### src/hdl/pdtq_pkg.sv
// Shared types and constants of the periodic deadline timer queue.
`default_nettype none

package pdtq_pkg;

  localparam int NUM_SLOTS_DEF  = 16;
  localparam int TIME_WIDTH_DEF = 32;
  localparam int MAX_RESULTS    = 16;

  typedef enum logic [1:0] {
    KIND_TICK   = 2'd0,
    KIND_START  = 2'd1,
    KIND_CANCEL = 2'd2,
    KIND_DONE   = 2'd3
  } kind_e;

  typedef enum logic [2:0] {
    ST_IDLE      = 3'd0,
    ST_SCHEDULED = 3'd1,
    ST_RUNNING   = 3'd2,
    ST_CANCELLED = 3'd3,
    ST_COMPLETED = 3'd4
  } slot_st_e;

  typedef enum logic [3:0] {
    RES_EXPIRED     = 4'd0,
    RES_STARTED     = 4'd1,
    RES_START_IGN   = 4'd2,
    RES_CANCELLED   = 4'd3,
    RES_CANCEL_IGN  = 4'd4,
    RES_COMPLETED   = 4'd5,
    RES_RESCHEDULED = 4'd6,
    RES_CANCEL_ACK  = 4'd7,
    RES_NO_EXPIRY   = 4'd8
  } res_e;

  typedef enum logic {
    ALU_ADD = 1'b0,
    ALU_SUB = 1'b1
  } alu_op_e;

  typedef enum logic [6:0] {
    S_IDLE     = 7'b0000001,
    S_TICK     = 7'b0000010,
    S_SCAN     = 7'b0000100,
    S_PASS_END = 7'b0001000,
    S_FINAL    = 7'b0010000,
    S_CMD      = 7'b0100000,
    S_DONE_UPD = 7'b1000000
  } fsm_e;

endpackage

`default_nettype wire

### src/hdl/pdtq_alu.sv
// Shared add/subtract unit for time arithmetic.
`default_nettype none

module pdtq_alu import pdtq_pkg::*; #(
  parameter int W = TIME_WIDTH_DEF
) (
  input  alu_op_e      op_i,
  input  logic [W-1:0] a_i,
  input  logic [W-1:0] b_i,
  output logic [W-1:0] y_o
);

  always_comb begin
    unique case (op_i)
      ALU_ADD: y_o = a_i + b_i;
      ALU_SUB: y_o = a_i - b_i;
      default: y_o = a_i + b_i;
    endcase
  end

endmodule

`default_nettype wire

### src/hdl/pdtq_mem.sv
// Deadline and period storage, one write port and one registered read port.
`default_nettype none

module pdtq_mem import pdtq_pkg::*; #(
  parameter int DEPTH = NUM_SLOTS_DEF,
  parameter int TW    = TIME_WIDTH_DEF
) (
  input  logic                     clk_i,
  input  logic                     we_i,
  input  logic [$clog2(DEPTH)-1:0] waddr_i,
  input  logic [TW-1:0]            wdl_i,
  input  logic [30:0]              wper_i,
  input  logic [$clog2(DEPTH)-1:0] raddr_i,
  output logic [TW-1:0]            rdl_o,
  output logic [30:0]              rper_o
);

  logic [TW-1:0] dl_mem  [DEPTH];
  logic [30:0]   per_mem [DEPTH];

  always_ff @(posedge clk_i) begin
    if (we_i) begin
      dl_mem[waddr_i]  <= wdl_i;
      per_mem[waddr_i] <= wper_i;
    end
    rdl_o  <= dl_mem[raddr_i];
    rper_o <= per_mem[raddr_i];
  end

endmodule

`default_nettype wire

### src/hdl/periodic_deadline_timer_queue.sv
// Top level of the periodic deadline timer queue.
`default_nettype none

// Timer queue with NUM_SLOTS task slots and a TIME_WIDTH-bit wrapping clock.
// One word is taken at a time; in_ready_o is low while it is being worked on.
// All arithmetic goes through one shared adder, and the deadlines and periods
// sit in a memory with one write port and one registered read port. A tick
// scans the memory in passes: one per reported slot plus a final pass that
// finds none, or 16 when it reports the maximum of 16. Each pass reads the
// memory one slot per cycle to find the earliest reached deadline. Results go
// out through an output register, so a waiting result stalls only the next one.

module periodic_deadline_timer_queue import pdtq_pkg::*; #(
  parameter int NUM_SLOTS  = NUM_SLOTS_DEF,
  parameter int TIME_WIDTH = TIME_WIDTH_DEF
) (
  input  logic        clk_i,
  input  logic        rst_ni,
  input  logic        in_valid_i,
  output logic        in_ready_o,
  input  logic [1:0]  kind_i,
  input  logic [3:0]  slot_i,
  input  logic [30:0] initial_delay_i,
  input  logic [30:0] period_i,
  output logic        out_valid_o,
  input  logic        out_ready_i,
  output logic [3:0]  event_res_o,
  output logic [3:0]  event_slot_o,
  output logic [31:0] time_now_o,
  output logic        last_o
);

  localparam int IdxW = $clog2(NUM_SLOTS);
  localparam int CntW = $clog2(NUM_SLOTS + 1);
  localparam int ResW = $clog2(MAX_RESULTS + 1);

  fsm_e                  state_q, state_d;
  kind_e                 kind_q;
  logic [3:0]            slot_q;
  logic [30:0]           delay_q;
  logic [30:0]           period_q;
  logic [TIME_WIDTH-1:0] now_q, now_d;
  slot_st_e              st_q [NUM_SLOTS];

  logic [CntW-1:0]       scan_cnt_q, scan_cnt_d;
  logic                  cmp_vld_q;
  logic [IdxW-1:0]       cmp_idx_q;
  logic                  best_vld_q, best_vld_d;
  logic [IdxW-1:0]       best_idx_q, best_idx_d;
  logic [TIME_WIDTH-1:0] best_age_q, best_age_d;
  logic                  pend_vld_q, pend_vld_d;
  logic [IdxW-1:0]       pend_idx_q, pend_idx_d;
  logic [ResW-1:0]       n_q, n_d;

  logic                  out_valid_q;
  logic [3:0]            event_res_q;
  logic [3:0]            event_slot_q;
  logic [31:0]           time_now_q;
  logic                  last_q;

  logic                  in_ready;
  logic                  out_free;
  logic [IdxW-1:0]       slot_idx;
  logic                  slot_ok;
  slot_st_e              cur_st;
  logic                  rd_issue;

  logic                  st_we;
  logic [IdxW-1:0]       st_widx;
  slot_st_e              st_wval;

  logic                  mem_we;
  logic [IdxW-1:0]       mem_waddr;
  logic [TIME_WIDTH-1:0] mem_wdl;
  logic [30:0]           mem_wper;
  logic [IdxW-1:0]       mem_raddr;
  logic [TIME_WIDTH-1:0] rd_dl;
  logic [30:0]           rd_per;

  alu_op_e               alu_op;
  logic [TIME_WIDTH-1:0] alu_a, alu_b, alu_y;

  logic                  emit;
  res_e                  emit_res;
  logic [3:0]            emit_slot;
  logic                  emit_last;

  pdtq_alu #(
    .W(TIME_WIDTH)
  ) u_pdtq_alu (
    .op_i(alu_op),
    .a_i (alu_a),
    .b_i (alu_b),
    .y_o (alu_y)
  );

  pdtq_mem #(
    .DEPTH(NUM_SLOTS),
    .TW   (TIME_WIDTH)
  ) u_pdtq_mem (
    .clk_i  (clk_i),
    .we_i   (mem_we),
    .waddr_i(mem_waddr),
    .wdl_i  (mem_wdl),
    .wper_i (mem_wper),
    .raddr_i(mem_raddr),
    .rdl_o  (rd_dl),
    .rper_o (rd_per)
  );

  assign out_free = !out_valid_q || out_ready_i;
  assign slot_idx = IdxW'(slot_q);
  assign slot_ok  = {4'b0000, slot_q} < 8'(NUM_SLOTS);
  assign cur_st   = st_q[slot_idx];

  always_comb begin
    state_d    = state_q;
    now_d      = now_q;
    scan_cnt_d = scan_cnt_q;
    best_vld_d = best_vld_q;
    best_idx_d = best_idx_q;
    best_age_d = best_age_q;
    pend_vld_d = pend_vld_q;
    pend_idx_d = pend_idx_q;
    n_d        = n_q;
    in_ready   = 1'b0;
    rd_issue   = 1'b0;
    st_we      = 1'b0;
    st_widx    = slot_idx;
    st_wval    = ST_IDLE;
    mem_we     = 1'b0;
    mem_waddr  = slot_idx;
    mem_wdl    = alu_y;
    mem_wper   = period_q;
    mem_raddr  = slot_idx;
    alu_op     = ALU_ADD;
    alu_a      = now_q;
    alu_b      = '0;
    emit       = 1'b0;
    emit_res   = RES_NO_EXPIRY;
    emit_slot  = slot_q;
    emit_last  = 1'b1;

    unique case (state_q)
      S_IDLE: begin
        in_ready = 1'b1;
        if (in_valid_i) begin
          state_d = (kind_e'(kind_i) == KIND_TICK) ? S_TICK : S_CMD;
        end
      end

      S_TICK: begin
        alu_b      = TIME_WIDTH'(1);
        now_d      = alu_y;
        scan_cnt_d = '0;
        best_vld_d = 1'b0;
        pend_vld_d = 1'b0;
        n_d        = '0;
        state_d    = S_SCAN;
      end

      S_SCAN: begin
        // Reads are issued one slot per cycle; the age of each deadline is
        // compared in the cycle after, when its memory word returns.
        alu_op = ALU_SUB;
        alu_b  = rd_dl;
        if (scan_cnt_q < CntW'(NUM_SLOTS)) begin
          rd_issue   = 1'b1;
          mem_raddr  = scan_cnt_q[IdxW-1:0];
          scan_cnt_d = scan_cnt_q + CntW'(1);
        end
        if (cmp_vld_q && (st_q[cmp_idx_q] == ST_SCHEDULED) && !alu_y[TIME_WIDTH-1] &&
            (!best_vld_q || (alu_y > best_age_q))) begin
          best_vld_d = 1'b1;
          best_idx_d = cmp_idx_q;
          best_age_d = alu_y;
        end
        if (cmp_vld_q && (cmp_idx_q == IdxW'(NUM_SLOTS - 1))) begin
          state_d = S_PASS_END;
        end
      end

      S_PASS_END: begin
        // The previous expiry is held back until we know whether another
        // one follows, so that its last flag is right.
        if (best_vld_q) begin
          if (!pend_vld_q || out_free) begin
            if (pend_vld_q) begin
              emit      = 1'b1;
              emit_res  = RES_EXPIRED;
              emit_slot = 4'(pend_idx_q);
              emit_last = 1'b0;
            end
            st_we      = 1'b1;
            st_widx    = best_idx_q;
            st_wval    = ST_RUNNING;
            pend_vld_d = 1'b1;
            pend_idx_d = best_idx_q;
            n_d        = n_q + ResW'(1);
            if (n_q + ResW'(1) == ResW'(MAX_RESULTS)) begin
              state_d = S_FINAL;
            end else begin
              scan_cnt_d = '0;
              best_vld_d = 1'b0;
              state_d    = S_SCAN;
            end
          end
        end else begin
          state_d = S_FINAL;
        end
      end

      S_FINAL: begin
        if (out_free) begin
          emit = 1'b1;
          if (pend_vld_q) begin
            emit_res  = RES_EXPIRED;
            emit_slot = 4'(pend_idx_q);
          end else begin
            emit_res  = RES_NO_EXPIRY;
            emit_slot = 4'd0;
          end
          state_d = S_IDLE;
        end
      end

      S_CMD: begin
        if (out_free) begin
          state_d = S_IDLE;
          unique case (kind_q)
            KIND_START: begin
              emit = 1'b1;
              if (slot_ok && (cur_st == ST_IDLE)) begin
                alu_b    = TIME_WIDTH'(delay_q);
                mem_we   = 1'b1;
                st_we    = 1'b1;
                st_wval  = ST_SCHEDULED;
                emit_res = RES_STARTED;
              end else begin
                emit_res = RES_START_IGN;
              end
            end
            KIND_CANCEL: begin
              emit = 1'b1;
              if (slot_ok && ((cur_st == ST_SCHEDULED) || (cur_st == ST_RUNNING))) begin
                st_we    = 1'b1;
                st_wval  = ST_CANCELLED;
                emit_res = RES_CANCELLED;
              end else begin
                emit_res = RES_CANCEL_IGN;
              end
            end
            KIND_DONE: begin
              if (slot_ok && (cur_st == ST_CANCELLED)) begin
                emit     = 1'b1;
                emit_res = RES_CANCEL_ACK;
              end else if (slot_ok && (cur_st == ST_RUNNING)) begin
                // The memory read of this slot is in flight this cycle.
                state_d = S_DONE_UPD;
              end
            end
            KIND_TICK: begin
              state_d = S_IDLE;
            end
            default: begin
              state_d = S_IDLE;
            end
          endcase
        end
      end

      S_DONE_UPD: begin
        alu_a = rd_dl;
        alu_b = TIME_WIDTH'(rd_per);
        if (out_free) begin
          emit  = 1'b1;
          st_we = 1'b1;
          if (rd_per != 31'd0) begin
            mem_we   = 1'b1;
            mem_wper = rd_per;
            st_wval  = ST_SCHEDULED;
            emit_res = RES_RESCHEDULED;
          end else begin
            st_wval  = ST_COMPLETED;
            emit_res = RES_COMPLETED;
          end
          state_d = S_IDLE;
        end
      end

      default: begin
        state_d = S_IDLE;
      end
    endcase
  end

  always_ff @(posedge clk_i or negedge rst_ni) begin
    if (!rst_ni) begin
      state_q     <= S_IDLE;
      now_q       <= '0;
      scan_cnt_q  <= '0;
      cmp_vld_q   <= 1'b0;
      best_vld_q  <= 1'b0;
      pend_vld_q  <= 1'b0;
      n_q         <= '0;
      out_valid_q <= 1'b0;
      for (int i = 0; i < NUM_SLOTS; i++) begin
        st_q[i] <= ST_IDLE;
      end
    end else begin
      state_q    <= state_d;
      now_q      <= now_d;
      scan_cnt_q <= scan_cnt_d;
      cmp_vld_q  <= rd_issue;
      best_vld_q <= best_vld_d;
      pend_vld_q <= pend_vld_d;
      n_q        <= n_d;
      if (st_we) begin
        st_q[st_widx] <= st_wval;
      end
      if (emit) begin
        out_valid_q <= 1'b1;
      end else if (out_ready_i) begin
        out_valid_q <= 1'b0;
      end
    end
  end

  always_ff @(posedge clk_i) begin
    if (in_valid_i && in_ready) begin
      kind_q   <= kind_e'(kind_i);
      slot_q   <= slot_i;
      delay_q  <= initial_delay_i;
      period_q <= period_i;
    end
    cmp_idx_q  <= mem_raddr;
    best_idx_q <= best_idx_d;
    best_age_q <= best_age_d;
    pend_idx_q <= pend_idx_d;
    if (emit) begin
      event_res_q  <= emit_res;
      event_slot_q <= emit_slot;
      time_now_q   <= 32'(now_q);
      last_q       <= emit_last;
    end
  end

  assign in_ready_o   = in_ready;
  assign out_valid_o  = out_valid_q;
  assign event_res_o  = event_res_q;
  assign event_slot_o = event_slot_q;
  assign time_now_o   = time_now_q;
  assign last_o       = last_q;

endmodule

`default_nettype wire

### config.mk
export PLATFORM = sky130hd
export DESIGN_NAME = periodic_deadline_timer_queue
export DESIGN_NICKNAME = d
export VERILOG_FILES = /design/src/hdl/pdtq_pkg.sv /design/src/hdl/pdtq_alu.sv /design/src/hdl/pdtq_mem.sv /design/src/hdl/periodic_deadline_timer_queue.sv
export SDC_FILE = /design/constraint.sdc
export NUM_CORES = 2
export LEC_CHECK = 0
export ABC_AREA = 1
export BUFFER_PORTS_ARGS = -buffer_cell sky130_fd_sc_hd__buf_2
export CAP_MARGIN = 10
export CELL_PAD_IN_SITES_DETAIL_PLACEMENT = 0
export CELL_PAD_IN_SITES_GLOBAL_PLACEMENT = 1
export CORE_MARGIN = 5
export CORE_UTILIZATION = 45
export CTS_CLUSTER_DIAMETER = 200
export DETAILED_ROUTE_END_ITERATION = 8
export PLACE_DENSITY_LB_ADDON = 0.1
export SLEW_MARGIN = 10
export SYNTH_ARGS = -nofsm -noshare
export SYNTH_HDL_FRONTEND = slang
export SYNTH_SLANG_ARGS = --single-unit
### constraint.sdc
create_clock -name clk_i -period 23.9 [get_ports clk_i]
set_input_delay 4.78 -clock clk_i [delete_from_list [all_inputs] [get_ports clk_i]]
set_output_delay 4.78 -clock clk_i [all_outputs]
set_load 0.02 [all_outputs]
==> metrics.md <==
| Metric | Value |
|---|---|
| Maximum fanout count along the critical path | `36` |
| Critical path type | `in -> reg` |
| Die Area | `~130,000 µm²` |
| Peak clock frequency supported by timing | `~84 MHz` |
| Maximum ir drop on the vdd rail | `between 0.0002 and 0.00025 V` |
| Wire length of the first global-routing pass | `between 200,000 and 250,000 µm` |
| Via-to-Cell Ratio | `5.73` |
| Total CTS buffers | `around 140` |
| Top post-synthesis cells by area | `edfxtp_1, o21ai_0, nor2_1, dfrtp_1, nand2_1` |
| Final routed DRC violation total | `0` |
| Util after Layout | `0.512` |
| Area of the core | `121,000 µm²` |
| Routability congestion estimate from global placement | `about 0.9` |
| Count of pins on the block boundary | `approximately 120` |
| Share of power burned in registers | `0.396` |
| Cell Area, Placed | `about 58,000 µm²` |
| Clock-pin slew of the registers on the worst-case setup and hold paths | `0.06 ns` |
| Die height | `roughly 360 µm` |
| Power density relative to cell area | `around 160 nW/µm²` |
| Standard cell with the maximum stage delay on the critical path | `nor2_1` |
| Fin Clk Skew | `approximately 0.035 ns` |
| Filler cells | `10.7k` |
| All-Layer GR Usage | `0.256` |
| Number of global-route vias before repair | `approximately 36k` |
| Combinational share of power | `0.384` |
| Post-route setup TNS | `0 ns` |
| Cts hold-fix bufs | `0` |
| Final setup margin | `between 10 and 15 ns` |
| Count of mapped cells out of synthesis | `around 4.6k` |
| Switching part of the total power | `0.386` |
| Number of buffer cells added on primary ports | `~110` |
| Layout Cell Area excl Fill | `just over 60,000 µm²` |
| Critical path launch point | `out_ready_i` |
| Most frequent standard cell in the layout excluding fill and tap cells | `edfxtp_1` |
| Net load switching power | `around 0.0038 W` |
| Pre-CTS setup slack | `11.35 ns` |
| Commonest cells after routing, fill and taps aside | `edfxtp_1, o21ai_0, nor2_1` |
| WL/cell | `about 26 µm` |
| Quantity of gates resized following cts | `0` |
| Number of synthesis warnings | `0` |
| Actual slew at the worst max-slew pin | `1.14 ns` |
| Post-CTS setup repair buffer count | `0` |
| Final number of max-transition violations | `0` |
| #FFs+latches synth | `between 1k and 1.5k` |
| Clock tree from TritonCTS | `built` |
| Data arrival time of the critical path | `between 10 and 15 ns` |
| Clock sink count | `between 1k and 1.5k` |
| Count of H-tree levels built during CTS | `4` |
| Average cell area after synthesis | `roughly 12 µm²` |
| Net total in the final layout | `4,880` |
| Residual overflow from global routing | `0` |
| # setup viols final | `0` |
| Setup repair after global routing missed its margin | `no` |
| Leakage power | `between 20 and 25 nW` |
| RR Startpoint | `mem_waddr[0]$_DFFE_PP_` |
| Share of cells above drive strength 1 | `0.110` |
| Worst Hold Margin | `0.456 ns` |
| Final period demand of the worst path | `roughly 12 ns` |
| Highest cell delay on the worst timing path | `roughly 0.6 ns` |
| Category of the worst setup path launch point | `input pin` |
| Count of TritonRoute iterations in the first routing pass | `5` |
| Int Power | `between 0.005 and 0.006 W` |
| Most used cell, CP | `inv_1` |
| Relative slew slack | `0.235` |
| Category of the worst setup path capture point | `flip-flop` |
| Synth-to-Final Area Change | `13.3%` |
| Result of the run | `finished clean` |
| Unique masters post-synth | `between 60 and 70` |
| Max-cap check violation count | `0` |
| Beginning of the worst hold path | `best_idx_q[2]$_DFFE_PP_` |
| Number of flops mapped to enable cells by yosys | `~1.2k` |
| Vias | `about 37k` |
| CTS max path bufs | `3` |
| DRC marker count from the first detailed-route iteration | `~3.7k` |
| Post-synthesis instance area | `~55,000 µm²` |
| Buffer type at the clock tree root | `clkbuf_16` |
| Final HPWL DP | `between 90,000 and 100,000 µm` |
| Insertion delay to the later sink of the worst-skew pair | `about 0.77 ns` |
| Fraction of post-synthesis cell area in the top cell type by area | `0.634` |
| Routed Antenna Nets | `0` |
| Seq/Total Area, Yosys | `0.704` |
| Post-synthesis async set-or-reset flop share | `0.0762` |
| Post-route fraction of the period consumed by the critical path | `0.497` |
| Final hold violation count | `0` |
| Maximum number of pins on one net before global-route repair | `between 150 and 200` |
| Data required time of the worst path | `approximately 24 ns` |
| Number of placement rows | `around 130` |
| Mapped Nets | `4,746` |
| Total routed wirelength | `between 150,000 and 200,000 µm` |
| Clock group share of total power | `0.220` |
| Synth Flop Type | `edfxtp_1` |
| Initial cell density of the core | `0.452` |
| Largest area contributor in the synthesized netlist | `edfxtp_1` |
| Die span in x | `359 µm` |
| Initial antenna violation count | `7` |
| Tightest Hold Check Type | `reg -> reg` |
==> Yosys cell counts, types with 6 or more instances <==
library cell	count
nor2_1	706
buf_6	7
dfrtp_1	100
edfxtp_1	1157
nor2_2	13
xor2_1	34
o211ai_1	10
nor3_1	17
inv_1	234
buf_2	24
inv_2	7
a31oi_1	6
dfxtp_1	67
nand4_1	20
ha_1	71
xnor2_1	17
nand2_2	7
nor4_1	12
nand3_1	155
nor2_4	7
o21ai_0	750
o221ai_1	155
o21ai_1	26
a21oi_1	69
o31ai_1	6
buf_1	15
o21ai_2	6
o22ai_1	119
clkbuf_1	208
nand2_1	514
==> path summary, 6_finish.rpt <==
path                                            to  slack (ns)  depth (start not counted)
setup / recovery           best_age_q[8]$_DFFE_PP_       12.02                         40
hold reg to reg            pend_idx_q[2]$_DFFE_PP_        0.46                          0
min in group asynchronous     st_q[33]$_DFFE_PN0P_        4.06                          1
max in group asynchronous     now_q[1]$_DFFE_PN0P_       18.51                          2
setup reg to reg           best_age_q[8]$_DFFE_PP_       15.19                         44
hold / removal             pend_idx_q[2]$_DFFE_PP_        0.46                          0
==> critical path: cells and delay by family <==
kind / cells / cell delay (ns)
AOI/OAI and AO/OA: 9 / 1.46
adders and majority gates: 3 / 1.01
and+or+nand+nor: 18 / 3.21
buffers and inverters: 10 / 1.71
==> metrics by stage <==
| stage | power (W) | cells |
|---|---|---|
| 6_report | 0.00976 | 6477 |
| 5_1_grt | 0.0103 | 6475 |
| 4_1_cts | 0.00979 | 6475 |
| 3_5_place_dp | 0.00763 | 6216 |
| 3_3_place_gp | 0.00762 | 6216 |
| 2_1_floorplan | 0.00603 | 4602 |
==> cell type report <==
class,count,area [µm²],share of cell area
Timing Repair Buffer,246,1580,0.0254
Multi-Input combinational cell,2775,14400,0.232
Clock buffer,207,4070,0.0656
Sequential cell,1325,38600,0.621
Tap cell,1625,2030,0.0327
Antenna cell,2,5.00,0.0000806
Inverter,245,942,0.0152
Clock inverter,52,475,0.00765
==> state kept, by name, summed over array words and instances (netlist names), 2 cells and up <==
signal,cells
mem_waddr,4
scan_cnt_q,5
state_q,7
pend_idx_q,4
delay_q,31
cmp_idx_q,4
best_idx_q,4
time_now_o,32
now_q,32
event_res_o,4
u_pdtq_mem.dl_mem,512
u_pdtq_mem.rdl_o,32
kind_q,2
u_pdtq_mem.per_mem,496
event_slot_o,4
st_q,48
n_q,5
u_pdtq_mem.rper_o,31
period_q,31
best_age_q,32
==> per-layer routing <==
metal,share of wire,track usage
met1,0.45,0.369
met2,0.46,0.407
met3,0.064,0.0411
met4,0.025,0.0712
met5,0,0
==> power by group through the flow <==
stage	sequential (W)	clock [W]	combinational [W]
global route	0.00387	0.00229	0.00412
global placement	0.00391	0	0.00371
detailed placement	0.00391	0	0.00372
CTS	0.00386	0.00219	0.00374
finish	0.00386	0.00215	0.00375
floorplan	0.00386	0	0.00217
==> cell families after synthesis <==
logic type / synth area share
AO/OA/AOI/OAI: 0.124
adder cells (fa/ha/maj): 0.0166
XOR/XNOR: 0.00815
AND/OR/NAND/NOR: 0.111
buffers and inverters: 0.0361
flip-flops: 0.704
multiplexers: 0.000183
Power figures use the tool's default switching activity.
